### src/rtl/core/nalc_pkg.sv
package nalc_pkg;

  localparam logic [7:0] CHAR_LF  = 8'h0A;
  localparam logic [7:0] CHAR_CR  = 8'h0D;
  localparam logic [7:0] CHAR_NUL = 8'h00;

  // register indexes on the configuration port
  localparam logic [1:0] REG_DIRECTION = 2'd0;
  localparam logic [1:0] REG_ENABLE    = 2'd1;
  localparam logic [1:0] REG_SEG_LEN   = 2'd2;

  localparam logic DIR_ENCODE = 1'b0;
  localparam logic DIR_DECODE = 1'b1;

  localparam logic [15:0] SEG_LEN_RESET = 16'd512;

  localparam int QDEPTH = 4;
  localparam int QAW    = $clog2(QDEPTH);

  // one classified input item: one or two results, the final one maybe a terminator
  typedef struct packed {
    logic       two;
    logic       term;
    logic [7:0] b0;
    logic [7:0] b1;
  } cmd_t;

  typedef struct packed {
    logic        direction;
    logic        enable;
    logic [15:0] seg_len;
  } cfg_t;

endpackage

### src/rtl/core/nalc_front.sv
module nalc_front import nalc_pkg::*; (
  input  logic       clk,
  input  logic       rst,
  input  cfg_t       cfg,
  input  logic       in_valid,
  output logic       in_ready,
  input  logic [7:0] in_byte,
  input  logic       in_end,
  input  logic       q_full,
  output logic       q_push,
  output cmd_t       q_cmd
);

  logic held_cr;
  logic held_cr_next;
  logic emit;
  logic accept;

  assign in_ready = !q_full;
  assign accept   = in_valid && in_ready;
  assign q_push   = accept && emit;

  always_comb begin
    held_cr_next = held_cr;
    emit         = 1'b1;
    q_cmd        = '{two: 1'b0, term: 1'b0, b0: in_byte, b1: CHAR_NUL};
    if (in_end) begin
      // flush a held CR ahead of the terminator
      q_cmd.term   = 1'b1;
      held_cr_next = 1'b0;
      if (held_cr) begin
        q_cmd.two = 1'b1;
        q_cmd.b0  = CHAR_CR;
      end else begin
        q_cmd.b0 = CHAR_NUL;
      end
    end else if (!cfg.enable) begin
      q_cmd.b0 = in_byte;
    end else if (cfg.direction == DIR_ENCODE) begin
      if (in_byte == CHAR_LF) begin
        q_cmd.two = 1'b1;
        q_cmd.b0  = CHAR_CR;
        q_cmd.b1  = CHAR_LF;
      end else if (in_byte == CHAR_CR) begin
        q_cmd.two = 1'b1;
        q_cmd.b0  = CHAR_CR;
        q_cmd.b1  = CHAR_NUL;
      end
    end else if (held_cr) begin
      if (in_byte == CHAR_LF) begin
        q_cmd.b0     = CHAR_LF;
        held_cr_next = 1'b0;
      end else if (in_byte == CHAR_NUL) begin
        q_cmd.b0     = CHAR_CR;
        held_cr_next = 1'b0;
      end else if (in_byte == CHAR_CR) begin
        q_cmd.b0 = CHAR_CR;
      end else begin
        q_cmd.two    = 1'b1;
        q_cmd.b0     = CHAR_CR;
        q_cmd.b1     = in_byte;
        held_cr_next = 1'b0;
      end
    end else if (in_byte == CHAR_CR) begin
      // hold until the next byte decides
      held_cr_next = 1'b1;
      emit         = 1'b0;
    end
  end

  always_ff @(posedge clk) begin
    if (rst) begin
      held_cr <= 1'b0;
    end else if (accept) begin
      held_cr <= held_cr_next;
    end
  end

endmodule

### src/rtl/core/nalc_queue.sv
module nalc_queue import nalc_pkg::*; (
  input  logic clk,
  input  logic rst,
  input  logic push,
  input  cmd_t push_cmd,
  output logic full,
  input  logic pop,
  output logic head_valid,
  output cmd_t head_cmd
);

  cmd_t           slots [QDEPTH];
  logic [QAW-1:0] wptr;
  logic [QAW-1:0] rptr;
  logic [QAW:0]   count;
  logic           do_push;
  logic           do_pop;

  assign full       = (count == (QAW+1)'(QDEPTH));
  assign head_valid = (count != '0);
  assign head_cmd   = slots[rptr];
  assign do_push    = push && !full;
  assign do_pop     = pop && head_valid;

  always_ff @(posedge clk) begin
    if (do_push) begin
      slots[wptr] <= push_cmd;
    end
  end

  always_ff @(posedge clk) begin
    if (rst) begin
      wptr  <= '0;
      rptr  <= '0;
      count <= '0;
    end else begin
      if (do_push) begin
        wptr <= wptr + QAW'(1);
      end
      if (do_pop) begin
        rptr <= rptr + QAW'(1);
      end
      case ({do_push, do_pop})
        2'b10:   count <= count + (QAW+1)'(1);
        2'b01:   count <= count - (QAW+1)'(1);
        default: count <= count;
      endcase
    end
  end

  a_count_bound: assert property (@(posedge clk) disable iff (rst)
    count <= (QAW+1)'(QDEPTH))
    else $error("queue count beyond depth");

  a_no_lost_push: assert property (@(posedge clk) disable iff (rst)
    push && !full && !do_pop |=> count == $past(count) + (QAW+1)'(1))
    else $error("queue push not counted");

  a_no_empty_pop: assert property (@(posedge clk) disable iff (rst)
    count == '0 |-> !do_pop)
    else $error("queue popped while empty");

endmodule

### src/rtl/core/nalc_back.sv
module nalc_back import nalc_pkg::*; (
  input  logic       clk,
  input  logic       rst,
  input  cfg_t       cfg,
  input  logic       q_valid,
  input  cmd_t       q_cmd,
  output logic       q_pop,
  output logic       out_valid,
  input  logic       out_ready,
  output logic [7:0] out_byte,
  output logic       out_byte_valid,
  output logic       out_segment_end,
  output logic       out_last
);

  cmd_t        cur;
  logic        cur_valid;
  logic        phase;
  logic [15:0] segment_fill;
  logic [15:0] segment_fill_next;
  logic [15:0] fill_inc;
  logic        adv;
  logic        is_last;
  logic        done;
  logic        res_byte_valid;
  logic        res_segment_end;
  logic [7:0]  res_byte;

  assign adv     = cur_valid && (!out_valid || out_ready);
  assign is_last = phase || !cur.two;
  assign done    = adv && is_last;
  assign q_pop   = q_valid && (!cur_valid || done);

  always_comb begin
    res_byte_valid    = !(cur.term && is_last);
    res_byte          = res_byte_valid ? (phase ? cur.b1 : cur.b0) : CHAR_NUL;
    fill_inc          = segment_fill + 16'd1;
    res_segment_end   = !res_byte_valid || (fill_inc >= cfg.seg_len);
    segment_fill_next = res_segment_end ? 16'd0 : fill_inc;
  end

  always_ff @(posedge clk) begin
    if (rst) begin
      cur_valid <= 1'b0;
      phase     <= 1'b0;
    end else if (q_pop) begin
      cur_valid <= 1'b1;
      phase     <= 1'b0;
    end else if (done) begin
      cur_valid <= 1'b0;
    end else if (adv) begin
      phase <= 1'b1;
    end
  end

  always_ff @(posedge clk) begin
    if (q_pop) begin
      cur <= q_cmd;
    end
  end

  always_ff @(posedge clk) begin
    if (rst) begin
      segment_fill <= 16'd0;
      out_valid    <= 1'b0;
    end else if (adv) begin
      segment_fill <= segment_fill_next;
      out_valid    <= 1'b1;
    end else if (out_ready) begin
      out_valid <= 1'b0;
    end
  end

  // output word holds while stalled
  always_ff @(posedge clk) begin
    if (adv) begin
      out_byte        <= res_byte;
      out_byte_valid  <= res_byte_valid;
      out_segment_end <= res_segment_end;
      out_last        <= is_last;
    end
  end

  a_term_closes: assert property (@(posedge clk) disable iff (rst)
    out_valid && !out_byte_valid |-> out_segment_end && out_last && out_byte == CHAR_NUL)
    else $error("terminator without segment end or last");

  a_term_clears_fill: assert property (@(posedge clk) disable iff (rst)
    adv && !res_byte_valid |=> segment_fill == 16'd0)
    else $error("fill not cleared after terminator");

  a_phase_two_only: assert property (@(posedge clk) disable iff (rst)
    cur_valid && phase |-> cur.two)
    else $error("second result on a single-result item");

endmodule

### src/rtl/core/netascii_line_end_codec.sv
// Channel  Dir  Payload                                    Accepted when
// s_axis   in   tdata[7:0] data_byte, tlast end_mark       s_tvalid && s_tready
// m_axis   out  tdata[7:0] out_byte, tlast segment_end,    m_tvalid && m_tready
//               tuser[0] byte_valid, tuser[1] last
// apb      in   direction @0, netascii_enable @4,          psel && penable && pwrite
//               seg_len @8
//
// The front classifies one input word per cycle while the 4-entry queue has room.
// The back drains the queue, one word per cycle while m_tready holds: single-result
// items give one word; expanded items and a flushed CR before the terminator give two.
// A CR held while decoding yields no word. Reset (rst, synchronous) clears the
// held CR, segment count, queue and output valid; the registers take their
// reset values. A stalled output keeps its word while the front keeps filling the queue.
module netascii_line_end_codec import nalc_pkg::*; (
  input  logic        clk,
  input  logic        rst,
  input  logic        s_tvalid,
  output logic        s_tready,
  input  logic [7:0]  s_tdata,   // [7:0] data_byte
  input  logic        s_tlast,   // end_mark
  output logic        m_tvalid,
  input  logic        m_tready,
  output logic [7:0]  m_tdata,   // [7:0] out_byte
  output logic        m_tlast,   // segment_end
  output logic [1:0]  m_tuser,   // [0] byte_valid, [1] last
  input  logic        psel,
  input  logic        penable,
  input  logic        pwrite,
  input  logic [3:0]  paddr,
  input  logic [31:0] pwdata,
  output logic [31:0] prdata,
  output logic        pready
);

  cfg_t       cfg;
  logic       cfg_write;
  logic [1:0] reg_index;
  logic       q_full;
  logic       q_push;
  cmd_t       q_push_cmd;
  logic       q_pop;
  logic       q_head_valid;
  cmd_t       q_head_cmd;
  logic       res_byte_valid;
  logic       res_last;

  assign pready    = 1'b1;
  assign reg_index = paddr[3:2];
  assign cfg_write = psel && penable && pwrite && pready;

  always_ff @(posedge clk) begin
    if (rst) begin
      cfg.direction <= DIR_ENCODE;
      cfg.enable    <= 1'b1;
      cfg.seg_len   <= SEG_LEN_RESET;
    end else if (cfg_write) begin
      case (reg_index)
        REG_DIRECTION: cfg.direction <= pwdata[0];
        REG_ENABLE:    cfg.enable    <= pwdata[0];
        REG_SEG_LEN:   cfg.seg_len   <= pwdata[15:0];
        default:       ;
      endcase
    end
  end

  always_comb begin
    case (reg_index)
      REG_DIRECTION: prdata = {31'd0, cfg.direction};
      REG_ENABLE:    prdata = {31'd0, cfg.enable};
      REG_SEG_LEN:   prdata = {16'd0, cfg.seg_len};
      default:       prdata = 32'd0;
    endcase
  end

  nalc_front u_front (
    .clk      (clk),
    .rst      (rst),
    .cfg      (cfg),
    .in_valid (s_tvalid),
    .in_ready (s_tready),
    .in_byte  (s_tdata),
    .in_end   (s_tlast),
    .q_full   (q_full),
    .q_push   (q_push),
    .q_cmd    (q_push_cmd)
  );

  nalc_queue u_queue (
    .clk        (clk),
    .rst        (rst),
    .push       (q_push),
    .push_cmd   (q_push_cmd),
    .full       (q_full),
    .pop        (q_pop),
    .head_valid (q_head_valid),
    .head_cmd   (q_head_cmd)
  );

  nalc_back u_back (
    .clk             (clk),
    .rst             (rst),
    .cfg             (cfg),
    .q_valid         (q_head_valid),
    .q_cmd           (q_head_cmd),
    .q_pop           (q_pop),
    .out_valid       (m_tvalid),
    .out_ready       (m_tready),
    .out_byte        (m_tdata),
    .out_byte_valid  (res_byte_valid),
    .out_segment_end (m_tlast),
    .out_last        (res_last)
  );

  assign m_tuser = {res_last, res_byte_valid};

endmodule
### config.mk
export PLATFORM = sky130hd
export DESIGN_NAME = netascii_line_end_codec
export DESIGN_NICKNAME = d
export VERILOG_FILES = /design/src/rtl/core/nalc_pkg.sv /design/src/rtl/core/nalc_front.sv /design/src/rtl/core/nalc_queue.sv /design/src/rtl/core/nalc_back.sv /design/src/rtl/core/netascii_line_end_codec.sv
export SDC_FILE = /design/constraint.sdc
export NUM_CORES = 1
export LEC_CHECK = 0
export BUFFER_PORTS_ARGS = -buffer_cell sky130_fd_sc_hd__buf_2
export CORE_MARGIN = 5
export CORE_UTILIZATION = 61
export DETAILED_ROUTE_END_ITERATION = 10
export PLACE_DENSITY = 0.95
export SLEW_MARGIN = 20
export SYNTH_ARGS = -nofsm -noshare
export SYNTH_HDL_FRONTEND = slang
export SYNTH_SLANG_ARGS = --single-unit
### constraint.sdc
create_clock -name clk -period 6 [get_ports clk]
set_input_delay 1.2 -clock clk [delete_from_list [all_inputs] [get_ports clk]]
set_output_delay 1.2 -clock clk [all_outputs]
set_load 0.02 [all_outputs]
* Word level (Yosys, flattened, before mapping)
Memories as Yosys holds them, arrays and structs flattened. A register that Yosys moved wholly into a read port is not among the register bits. Index checks and enable logic that the tools add are counted. W data, S select, Z words.
Storage, ports and cells: register bits 56, RAM bits 72, input bits 52, output and inout port bits 46, logic and storage cells 107, memories 1
Operators by class: add/subtract/negate cells 5, order comparisons 1, equal/unequal tests 7, multiplexer cells 44, bitwise operators 1, reduce and logical (&&, ||, !) cells 33
Memories:
- u_queue.slots | words 4, bits a word 18, read ports 1, clocked after Yosys merged registers in 1, write ports 1, line nalc_queue.sv:12 | cmd_t slots [QDEPTH];
Operators with widths (count):
- $mux W16 | 5
- $mux W8 | 8
- $pmux W16 S3 | 1
- $mux W1 | 27
- $add A16 B1 Y16 const B | 1
- $eq A8 B4 Y1 const B | 2
- $ge A16 B16 Y1 | 1
- $logic_and A1 B1 Y1 | 10
- $reduce_bool A2 Y1 | 5
- $logic_not A8 Y1 | 1
- $reduce_and A2 Y1 | 4
- $pmux W3 S2 | 1
- $logic_not A1 Y1 | 5
- $add A2 B1 Y2 const B | 2
- $eq A2 B1 Y1 const B | 2
- $eq A2 B2 Y1 const B | 2
- $logic_or A1 B1 Y1 | 4
- $mux W4 | 1
- $add A3 B1 Y3 const B | 1
- $eq A3 B3 Y1 const B | 1
- $mux W3 | 1
- $reduce_and A3 Y1 | 1
- $reduce_bool A3 Y1 | 1
- $sub A3 B1 Y3 const B | 1
- other kinds (3) | 3

* Logic depth before layout (Yosys ltp)
Gate-level depths: netlist (run 1).
word-level depth 10, mapped depth 12, mapped depth without buffers 11

* Hierarchy
Synthesis (run 1) repeated with hierarchy kept, for this count alone.
Unflattened totals: cells, all modules 574, area, all modules 7103.1 um2
By module, submodules not included:
- nalc_queue | times used 1, cells each 146, area an instance 3114.2 um2
- nalc_back | times used 1, cells each 231, area an instance 2433.6 um2
- netascii_line_end_codec | times used 1, cells each 121, area an instance 1102.3 um2
- nalc_front | times used 1, cells each 76, area an instance 452.9 um2

* Worst setup path after synthesis (run 1)
No wires, ideal clock.
path kind input port to flip-flop, start input m_tready, end register u_queue.count[2], library setup time 0.070 ns, data arrival time 3.768 ns, required time 5.930 ns, setup slack 2.162 ns, stages on the path 9, buffers on the path 0, cells stage by stage nand2b_1 > nand2_1 > a21oi_1 > ha_1 > inv_1 > fa_1 > xor2_1 > or3_1 > a21oi_1
On the way: word-level cells in the longest chain between the ends 8
Ends and longest elaborated chain:
- start: declaration | line netascii_line_end_codec.sv:22 | input logic m_tready,
- $logic_or A1 B1 Y1 (*) | line nalc_back.sv:29 | assign adv = cur_valid && (!out_valid || out_ready);
- $logic_and A1 B1 Y1 (*) | line nalc_back.sv:29
- $logic_and A1 B1 Y1 (*) | line nalc_back.sv:31 | assign done = adv && is_last;
- $logic_or A1 B1 Y1 (*) | line nalc_back.sv:32 | assign q_pop = q_valid && (!cur_valid || done);
- $logic_and A1 B1 Y1 (*) | line nalc_back.sv:32
- via q_pop | line netascii_line_end_codec.sv:41 | logic q_pop;
- $logic_and A1 B1 Y1 (*) | line nalc_queue.sv:23 | assign do_pop = pop && head_valid;
- $eq A2 B1 Y1 / $eq A2 B2 Y1 (equally long branches) | line nalc_queue.sv:43 | case ({do_push, do_pop})
- $pmux W3 S2 / $reduce_bool A2 Y1 (equally long branches)
- end signal: assignment | line nalc_queue.sv:44 | 2'b10: count <= count + (QAW+1)'(1);
- end signal: assignment | line nalc_queue.sv:45 | 2'b01: count <= count - (QAW+1)'(1);
- end signal: assignment | line nalc_queue.sv:46 | default: count <= count;
- end: declaration | line nalc_queue.sv:15 | logic [QAW:0] count;
The timed path passes the listed nets; every way through them passes the cells marked *. A chain may end at the register's enable or synchronous reset.

* Final worst setup path (run 1)
start input paddr[2], end output prdata[6]
On the way: word-level cells in the longest chain between the ends 2
Ends and longest elaborated chain:
- start: declaration | line netascii_line_end_codec.sv:29 | input logic [3:0] paddr,
- $eq A2 B2 Y1, or another cell as far along | line netascii_line_end_codec.sv:67 | case (reg_index)
- $pmux W16 S3 (*) | line netascii_line_end_codec.sv:67
- end: declaration | line netascii_line_end_codec.sv:31 | output logic [31:0] prdata,
Every way passes the cells marked *; elsewhere a longest branch is shown, timed or not.

==> impl_metrics.prom, run 1 <==
# TYPE chip_impl_metric gauge
chip_impl_info{name="outcome",value="finished clean"} 1
chip_impl_info{name="min_from",value="cfg[11]$_SDFFE_PP0P_"} 1
chip_impl_metric{name="leakagePower",unit="uW"} 0.00280
chip_impl_metric{name="tightestPinTransition",unit="ps"} 1010
chip_impl_metric{name="power.share.combinational",unit="%"} 20.7
chip_impl_metric{name="fmax",unit="GHz"} 0.275
chip_impl_metric{name="die_h",unit="um"} 114
chip_impl_metric{name="initialDrtViolationCount",unit=""} 590
chip_impl_metric{name="clk_path_buf_depth",unit=""} 2
chip_impl_metric{name="finalCriticalPeriod",unit="ps"} 3630
chip_impl_metric{name="groute.usage.overall",unit="%"} 24.0
chip_impl_metric{name="cts_resized",unit=""} 0
chip_impl_metric{name="via_count",unit=""} 4589
chip_impl_metric{name="number_of_antenna_violations_at_the_first_check_in_global_routing",unit=""} 0
chip_impl_metric{name="synthArstFlopShare",unit="%"} 0
chip_impl_metric{name="data_required_time_at_the_worst_endpoint",unit="ps"} 4800
chip_impl_metric{name="antenna-diode-count",unit=""} 0
chip_impl_metric{name="p_clk_share",unit="%"} 33.4
chip_impl_info{name="critical_path.reg2reg.startpoint",value="u_back.segment_fill[0]$_SDFFE_PP0P_"} 1
chip_impl_metric{name="effective_utilization_at_floorplan",unit="%"} 61.5
chip_impl_info{name="synth_largest_area_cell",value="sky130_fd_sc_hd__edfxtp_1"} 1
chip_impl_metric{name="syn-mean-instance-area",unit="sq um"} 12.5
chip_impl_info{name="synth_common_cells",value="sky130_fd_sc_hd__edfxtp_1 (101), sky130_fd_sc_hd__nand2_1 (54), sky130_fd_sc_hd__dfxtp_1 (45), sky130_fd_sc_hd__inv_1 (33), sky130_fd_sc_hd__a21oi_1 (32)"} 1
chip_impl_metric{name="routed_via_density",unit=""} 6.19
chip_impl_metric{name="io-pin-count",unit=""} 98
chip_impl_metric{name="fill_cells",unit=""} 641
chip_impl_metric{name="slew-limit-headroom",unit="%"} 32.8
chip_impl_metric{name="final.setup_skew",unit="ps"} 8.37
chip_impl_metric{name="post-cts-setup-buffers",unit=""} 0
chip_impl_metric{name="antenna_left",unit=""} 0
chip_impl_metric{name="synth_enable_flop_cells",unit=""} 101
chip_impl_metric{name="cts.htree.levels",unit=""} 4
chip_impl_metric{name="final_cell_area",unit="sq mm"} 0.00752
chip_impl_metric{name="die_area",unit="sq mm"} 0.0130
chip_impl_metric{name="p_seq_share",unit="%"} 45.9
chip_impl_metric{name="finalCritPeriodShare",unit="%"} 60.6
chip_impl_metric{name="synth-seq-cells",unit=""} 146
chip_impl_metric{name="clock_sink_count",unit=""} 146
chip_impl_metric{name="final_nets",unit=""} 663
chip_impl_metric{name="core",unit="sq mm"} 0.0107
chip_impl_info{name="cts_root_buffer",value="sky130_fd_sc_hd__clkbuf_8"} 1
chip_impl_info{name="min_path_type",value="reg2reg"} 1
chip_impl_info{name="path_class",value="in2out"} 1
chip_impl_metric{name="post-dp-hpwl",unit="mm"} 9.45
chip_impl_metric{name="netSwitchingPower",unit="uW"} 922
chip_impl_info{name="regToRegEndpoint",value="u_back.segment_fill[1]$_SDFFE_PP0P_"} 1
chip_impl_metric{name="depth_of_the_most_critical_reg_to_reg_path",unit=""} 11
chip_impl_metric{name="dr.pass1.iters",unit=""} 6
chip_impl_metric{name="worst_setup_hold_path_clk_slew",unit="ps"} 60
chip_impl_metric{name="mappedNetlistArea",unit="sq mm"} 0.00661
chip_impl_metric{name="routed_wirelength",unit="mm"} 14.7
chip_impl_metric{name="yosysUniqueCellTypes",unit=""} 59
chip_impl_info{name="worst_setup_path_endpoint",value="prdata[6]"} 1
chip_impl_metric{name="drv.max_cap_violation_count",unit=""} 0
chip_impl_metric{name="routabilityCongestion",unit=""} 0.900
chip_impl_metric{name="p_sw_share",unit="%"} 30.0
chip_impl_metric{name="overflow",unit=""} 0
chip_impl_metric{name="synth_top_area_share",unit="%"} 45.9
chip_impl_metric{name="numPortBuffers",unit=""} 62
chip_impl_metric{name="timing.final.setup_violations",unit=""} 0
chip_impl_info{name="setup_repair_after_global_routing_missed_its_margin",value="false"} 1
chip_impl_metric{name="power_per_cell_area",unit="mW/mm^2"} 409
chip_impl_metric{name="final-max-slew-violation-count",unit=""} 0
chip_impl_metric{name="yosysWarnings",unit=""} 0
chip_impl_metric{name="clkLatencyLatePin",unit="ps"} 540
chip_impl_metric{name="drt_drc_violations_left",unit=""} 0
chip_impl_metric{name="grt_pass1_wl",unit="mm"} 23.7
chip_impl_metric{name="ys_seq_area_share",unit="%"} 59.5
chip_impl_metric{name="width_of_the_die",unit="um"} 114
chip_impl_metric{name="worst-endpoint-arrival",unit="ps"} 2430
chip_impl_metric{name="placedInstanceArea",unit="sq mm"} 0.00695
chip_impl_metric{name="wl_per_cell",unit="um"} 19.9
chip_impl_info{name="ys_top_cells_by_area",value="sky130_fd_sc_hd__edfxtp_1 (46%), sky130_fd_sc_hd__dfxtp_1 (14%), sky130_fd_sc_hd__mux4_2 (6.1%)"} 1
chip_impl_metric{name="placement_row_count",unit=""} 38
chip_impl_info{name="worst_setup_path_startpoint",value="paddr[2]"} 1
chip_impl_metric{name="hold_buffers",unit=""} 0
chip_impl_info{name="synth_ff_type",value="sky130_fd_sc_hd__edfxtp_1"} 1
chip_impl_metric{name="final.setup.tns",unit="ps"} 0
chip_impl_metric{name="postSynthCellCount",unit=""} 528
chip_impl_info{name="synth.most_common_cell",value="sky130_fd_sc_hd__edfxtp_1"} 1
chip_impl_metric{name="number_of_global_route_vias_before_repair",unit=""} 4508
chip_impl_metric{name="hold_viol_final",unit=""} 0
chip_impl_metric{name="cts-buffers-inserted",unit=""} 17
chip_impl_metric{name="ir_worst_vdd",unit="mV"} 0.277
chip_impl_metric{name="layout-drive-gt1-share",unit="%"} 20.5
chip_impl_metric{name="grt_max_degree",unit=""} 34
chip_impl_metric{name="worst-r2r-setup-slack",unit="ps"} 2390
chip_impl_info{name="tritoncts",value="yes"} 1
chip_impl_metric{name="flow.area_growth_from_synthesis",unit="%"} 13.8
chip_impl_info{name="timing.critical_path.from_type",value="input port"} 1
chip_impl_info{name="timing.critical_path.to_type",value="primary output"} 1
chip_impl_metric{name="intPower",unit="uW"} 2160
chip_impl_metric{name="critical_path_peak_fanout",unit=""} 17
==> stage by stage <==
step | instances | worst slack, ps | utilization, % | total power, uW | hold WS [ps]
CTS | 741 | 2400 | 70.0 | 3070 | 479
floorplan | 543 | 2160 | - | 1870 | 445
global placement | 709 | 2300 | 64.7 | 2000 | 461
global route | 741 | 2250 | 70.0 | 3210 | 491
detailed placement | 709 | 2270 | 64.7 | 2050 | 469
finish | 741 | 2370 | 70.0 | 3080 | 479
==> power groups by stage <==
stage	Clock, uW	Sequential, uW	Combinational, uW
6_report	1030	1410	638
5_1_grt	1080	1430	704
4_1_cts	1030	1410	636
3_5_place_dp	0	1430	625
3_3_place_gp	0	1410	590
2_1_floorplan	0	1420	448
==> worst max-delay path: stages <==
cell and delay [ps]:
sky130_fd_sc_hd__buf_2 140, sky130_fd_sc_hd__nor2b_1 680, sky130_fd_sc_hd__and2_1 240, sky130_fd_sc_hd__buf_2 170
==> cell usage in the layout (no fill, tap or decap), types with 3 or more instances in the layout <==
cell type | synthesis | layout
sky130_fd_sc_hd__nand3_1 | 11 | 11
sky130_fd_sc_hd__a41oi_1 | 3 | 3
sky130_fd_sc_hd__xor2_1 | 7 | 7
sky130_fd_sc_hd__nand2b_1 | 4 | 4
sky130_fd_sc_hd__dfxtp_1 | 45 | 45
sky130_fd_sc_hd__clkinv_4 | 0 | 3
sky130_fd_sc_hd__a21oi_1 | 32 | 31
sky130_fd_sc_hd__nor2b_1 | 5 | 5
sky130_fd_sc_hd__mux4_2 | 18 | 18
sky130_fd_sc_hd__nor2_1 | 28 | 27
sky130_fd_sc_hd__xnor2_1 | 10 | 10
sky130_fd_sc_hd__mux2i_1 | 11 | 11
sky130_fd_sc_hd__o21ai_0 | 3 | 3
sky130_fd_sc_hd__nand3b_1 | 3 | 3
sky130_fd_sc_hd__nand4_1 | 5 | 5
sky130_fd_sc_hd__inv_1 | 33 | 33
sky130_fd_sc_hd__clkbuf_16 | 0 | 16
sky130_fd_sc_hd__buf_2 | 2 | 62
sky130_fd_sc_hd__o22ai_1 | 4 | 4
sky130_fd_sc_hd__nor3_1 | 3 | 3
sky130_fd_sc_hd__nand2_1 | 54 | 54
sky130_fd_sc_hd__and4_1 | 3 | 3
sky130_fd_sc_hd__conb_1 | 2 | 17
sky130_fd_sc_hd__edfxtp_1 | 101 | 101
sky130_fd_sc_hd__o21ai_1 | 4 | 4
sky130_fd_sc_hd__a22o_1 | 11 | 11
sky130_fd_sc_hd__and2_1 | 31 | 31
sky130_fd_sc_hd__ha_1 | 22 | 22
==> per-layer routing <==
metal / GRT usage, % / routed length (um)
met1: 31.1 / 5600
met2: 38.6 / 7230
met3: 6.55 / 1370
met4: 9.82 / 508
met5: 0 / 0
==> area by class of cell <==
cell class | count | area, sq um | area share, %
Clock buffer | 17 | 414 | 5.50
Clock inverter | 15 | 159 | 2.11
Inverter | 35 | 131 | 1.75
Multi-Input combinational cell | 324 | 2380 | 31.7
Sequential cell | 146 | 3930 | 52.3
Tap cell | 140 | 175 | 2.33
Timing Repair Buffer | 64 | 325 | 4.32
==> cells by family (layout without fill, tap and decap cells) <==
family                     Yosys count  after routing  synth area share, %
DFF                                146            146                 59.5
adders and majority gates           23             23                 4.47
muxes                               30             30                 7.97
and+or+nand+nor                    160            160                 12.6
xor gates and xnor gates            17             17                 2.25
buffers and inverters               73            131                 5.37
AOI/OAI and AO/OA                   77             77                 7.74
other                                2             17                0.114
==> sequential cells by signal, summed over array words and instances, names as in the netlist, 2 cells and up <==
name                 cells
u_back.out_byte          8
u_queue.slots           72
cfg                     18
u_back.cur              18
u_back.segment_fill     16
u_queue.wptr             2
u_queue.count            3
u_queue.rptr             2
==> worst min path at each step <==
stage	slack, ps	cells past startpoint	to
after floorplan	440	2	cfg[10]$_SDFFE_PP0P_
after global placement	460	2	cfg[13]$_SDFFE_PP0P_
after detailed placement	470	2	cfg[8]$_SDFFE_PP0P_
after CTS	480	2	cfg[15]$_SDFFE_PP0P_
after global routing	490	2	cfg[8]$_SDFFE_PP0P_
final	480	2	cfg[11]$_SDFFE_PP0P_
Power figures use the tool's default switching activity.
==> run 2: changes to the inputs <==
- CORE_UTILIZATION: 61 -> 57
- PLACE_DENSITY: 0.95 -> 0.9
- clock period: 6 -> 3.5 ns (I/O delays scaled with it)
==> run 2 against run 1 <==
Non-clock buffer count rose by 2. Global-route usage down 2.4 points. Sequential share of layout area is essentially flat. Clock power is 69% higher. Critical endpoint is now u_back.segment_fill[13]$_SDFFE_PP0P_. Largest cell class unchanged.
==> impl_metrics.prom, run 2 (synthesis results as in run 1) <==
# TYPE chip_impl_metric gauge
chip_impl_metric{name="hold_buffers",unit=""} 0
chip_impl_info{name="layout.cells.most_common_list",value="sky130_fd_sc_hd__edfxtp_1 (101), sky130_fd_sc_hd__buf_2 (62), sky130_fd_sc_hd__nand2_1 (54)"} 1
chip_impl_metric{name="via_count",unit=""} 4510
chip_impl_metric{name="grt_pass1_wl",unit="mm"} 23.4
chip_impl_metric{name="ir_worst_vdd",unit="mV"} 0.341
chip_impl_metric{name="post-dp-hpwl",unit="mm"} 9.13
chip_impl_metric{name="timing.final.setup_violations",unit=""} 0
chip_impl_info{name="cts_root_buffer",value="sky130_fd_sc_hd__clkbuf_16"} 1
chip_impl_metric{name="critPathBufInv",unit=""} 0
chip_impl_metric{name="flip_flop_count_of_the_largest_register_all_copies_and_words_added",unit=""} 72
chip_impl_info{name="layout.cells.most_common",value="sky130_fd_sc_hd__edfxtp_1"} 1
chip_impl_metric{name="finalCriticalPeriod",unit="ps"} 3290
chip_impl_metric{name="hold_viol_final",unit=""} 0
chip_impl_metric{name="final-max-slew-violation-count",unit=""} 0
chip_impl_metric{name="tightestPinTransition",unit="ps"} 1080
chip_impl_info{name="timing.critical_path.to_type",value="register"} 1
chip_impl_info{name="path_class",value="reg2reg"} 1
chip_impl_metric{name="timing.critical_path.slowest_cell_delay",unit="ps"} 440
chip_impl_metric{name="p_seq_share",unit="%"} 45.9
chip_impl_metric{name="flow.area_growth_from_synthesis",unit="%"} 13.8
chip_impl_metric{name="clk_path_buf_depth",unit=""} 2
chip_impl_metric{name="groute.usage.overall",unit="%"} 21.6
chip_impl_metric{name="netSwitchingPower",unit="uW"} 1630
chip_impl_metric{name="cts.htree.levels",unit=""} 4
chip_impl_metric{name="numPortBuffers",unit=""} 62
chip_impl_metric{name="antenna-diode-count",unit=""} 0
chip_impl_metric{name="p_sw_share",unit="%"} 31.1
chip_impl_info{name="crit_path_top_delay_cell",value="sky130_fd_sc_hd__dfxtp_1"} 1
chip_impl_metric{name="wl_per_cell",unit="um"} 19.4
chip_impl_metric{name="post-cts-setup-buffers",unit=""} 0
chip_impl_metric{name="initialDrtViolationCount",unit=""} 464
chip_impl_metric{name="io-pin-count",unit=""} 98
chip_impl_info{name="setup_repair_after_global_routing_missed_its_margin",value="false"} 1
chip_impl_metric{name="die_area",unit="sq mm"} 0.0139
chip_impl_metric{name="hold-worst-slack",unit="ps"} 466
chip_impl_metric{name="effective_utilization_at_floorplan",unit="%"} 58.1
chip_impl_metric{name="final.setup.tns",unit="ps"} 0
chip_impl_metric{name="worst-endpoint-arrival",unit="ps"} 3610
chip_impl_metric{name="number_of_antenna_violations_at_the_first_check_in_global_routing",unit=""} 0
chip_impl_metric{name="cts_resized",unit=""} 0
chip_impl_metric{name="critical_path_peak_fanout",unit=""} 11
chip_impl_metric{name="die_h",unit="um"} 118
chip_impl_info{name="min_path_type",value="reg2reg"} 1
chip_impl_metric{name="grt_max_degree",unit=""} 34
chip_impl_metric{name="drt_drc_violations_left",unit=""} 0
chip_impl_info{name="largestRegisters",value="u_queue.slots (72), cfg (18), u_back.cur (18)"} 1
chip_impl_info{name="timing.critical_path.from_type",value="register"} 1
chip_impl_metric{name="final.setup_skew",unit="ps"} 11.9
chip_impl_metric{name="leakagePower",unit="uW"} 0.00281
chip_impl_metric{name="placement_row_count",unit=""} 39
chip_impl_metric{name="routabilityCongestion",unit=""} 0.856
chip_impl_metric{name="cts-buffers-inserted",unit=""} 17
chip_impl_metric{name="dr.pass1.iters",unit=""} 5
chip_impl_metric{name="clock_sink_count",unit=""} 146
chip_impl_metric{name="drv.max_cap_violation_count",unit=""} 0
chip_impl_metric{name="number_of_cells_in_the_design_after_placement",unit=""} 714
chip_impl_metric{name="overflow",unit=""} 0
chip_impl_metric{name="final_nets",unit=""} 665
chip_impl_metric{name="routed_wirelength",unit="mm"} 14.5
chip_impl_metric{name="worst_setup_hold_path_clk_slew",unit="ps"} 70
chip_impl_info{name="timing.critical_path.cells",value="ha_1 > nand3_1 > nor2_1 > nand3_1 > xnor2_1 > ha_1 > and4_4 > o2111ai_1 > o32a_1 > and3_4 > a22o_1"} 1
chip_impl_metric{name="layout_cells_excl_fill",unit=""} 746
chip_impl_metric{name="layout-drive-gt1-share",unit="%"} 20.7
chip_impl_metric{name="clkLatencyLatePin",unit="ps"} 430
chip_impl_metric{name="power_per_cell_area",unit="mW/mm^2"} 698
chip_impl_info{name="path_delay_family",value="simple AND/OR/NAND/NOR gates"} 1
chip_impl_metric{name="data_required_time_at_the_worst_endpoint",unit="ps"} 3820
chip_impl_info{name="outcome",value="finished clean"} 1
chip_impl_metric{name="slew-limit-headroom",unit="%"} 28.0
chip_impl_info{name="max_flop_register",value="u_queue.slots"} 1
chip_impl_metric{name="finalCritPeriodShare",unit="%"} 94.0
chip_impl_metric{name="antenna_left",unit=""} 0
chip_impl_metric{name="routed_via_density",unit=""} 6.05
chip_impl_metric{name="intPower",unit="uW"} 3620
chip_impl_metric{name="power.share.combinational",unit="%"} 21.0
chip_impl_metric{name="fmax",unit="GHz"} 0.304
chip_impl_metric{name="width_of_the_die",unit="um"} 118
chip_impl_metric{name="core",unit="sq mm"} 0.0114
chip_impl_metric{name="p_clk_share",unit="%"} 33.1
chip_impl_info{name="tritoncts",value="yes"} 1
chip_impl_metric{name="number_of_global_route_vias_before_repair",unit=""} 4429
## run 2: changes by cell type in the layout (fill, tap and decap cells not counted), moves of 2 or more
cell | before | now
sky130_fd_sc_hd__buf_4 | 2 | 4
sky130_fd_sc_hd__clkinv_2 | 2 | 0
sky130_fd_sc_hd__inv_6 | 2 | 8
sky130_fd_sc_hd__clkinv_4 | 3 | 0
sky130_fd_sc_hd__inv_8 | 2 | 4
sky130_fd_sc_hd__bufinv_16 | 2 | 0
## run 2: worst min-delay path, cell delays in order (launching register included)
cell and delay, ps:
sky130_fd_sc_hd__dfxtp_1 320, sky130_fd_sc_hd__nand2_1 50, sky130_fd_sc_hd__a21oi_1 50
## run 2: stage by stage
step	instance area [sq um]	utilization (%)	setup WS [ps]	total power [uW]
6_report	7530	66.2	210	5250
5_1_grt	7530	66.2	41.4	5480
4_1_cts	7530	66.2	289	5260
3_5_place_dp	6970	61.3	164	3500
3_3_place_gp	6970	61.3	287	3430
2_1_floorplan	6670	-	162	3200
## run 2: power groups by stage
| stage | logic (uW) | registers (uW) | clock network (uW) |
|---|---|---|---|
| CTS | 1110 | 2410 | 1740 |
| global route | 1210 | 2430 | 1840 |
| floorplan | 767 | 2430 | 0 |
| finish | 1100 | 2410 | 1740 |
| detailed placement | 1070 | 2430 | 0 |
| global placement | 1020 | 2410 | 0 |
## run 2: final cells by class
cell class / instances / area (sq um)
Multi-Input combinational cell: 324 / 2380
Clock inverter: 15 / 134
Inverter: 35 / 131
Timing Repair Buffer: 66 / 340
Clock buffer: 17 / 425
Tap cell: 143 / 179
Sequential cell: 146 / 3930
Fill cell: 754 / 3840
## run 2: final timing paths
path / startpoint / to / slack (ps) / cells past startpoint
setup / recovery: u_back.segment_fill[0]$_SDFFE_PP0P_ / u_back.segment_fill[13]$_SDFFE_PP0P_ / 210 / 11
hold reg to reg: cfg[1]$_SDFFE_PP0P_ / cfg[1]$_SDFFE_PP0P_ / 470 / 2
setup reg to reg: u_back.segment_fill[0]$_SDFFE_PP0P_ / u_back.segment_fill[13]$_SDFFE_PP0P_ / 210 / 11
hold / removal: cfg[1]$_SDFFE_PP0P_ / cfg[1]$_SDFFE_PP0P_ / 470 / 2
## run 2: metal layers
layer | vias to the layer above | GRT usage (%) | share of wire, %
li1 | 2004 | - | -
met1 | 2190 | 28.3 | 39
met2 | 265 | 34.0 | 49
met3 | 51 | 5.62 | 8.9
met4 | 0 | 9.75 | 3.5
met5 | - | 0 | 0
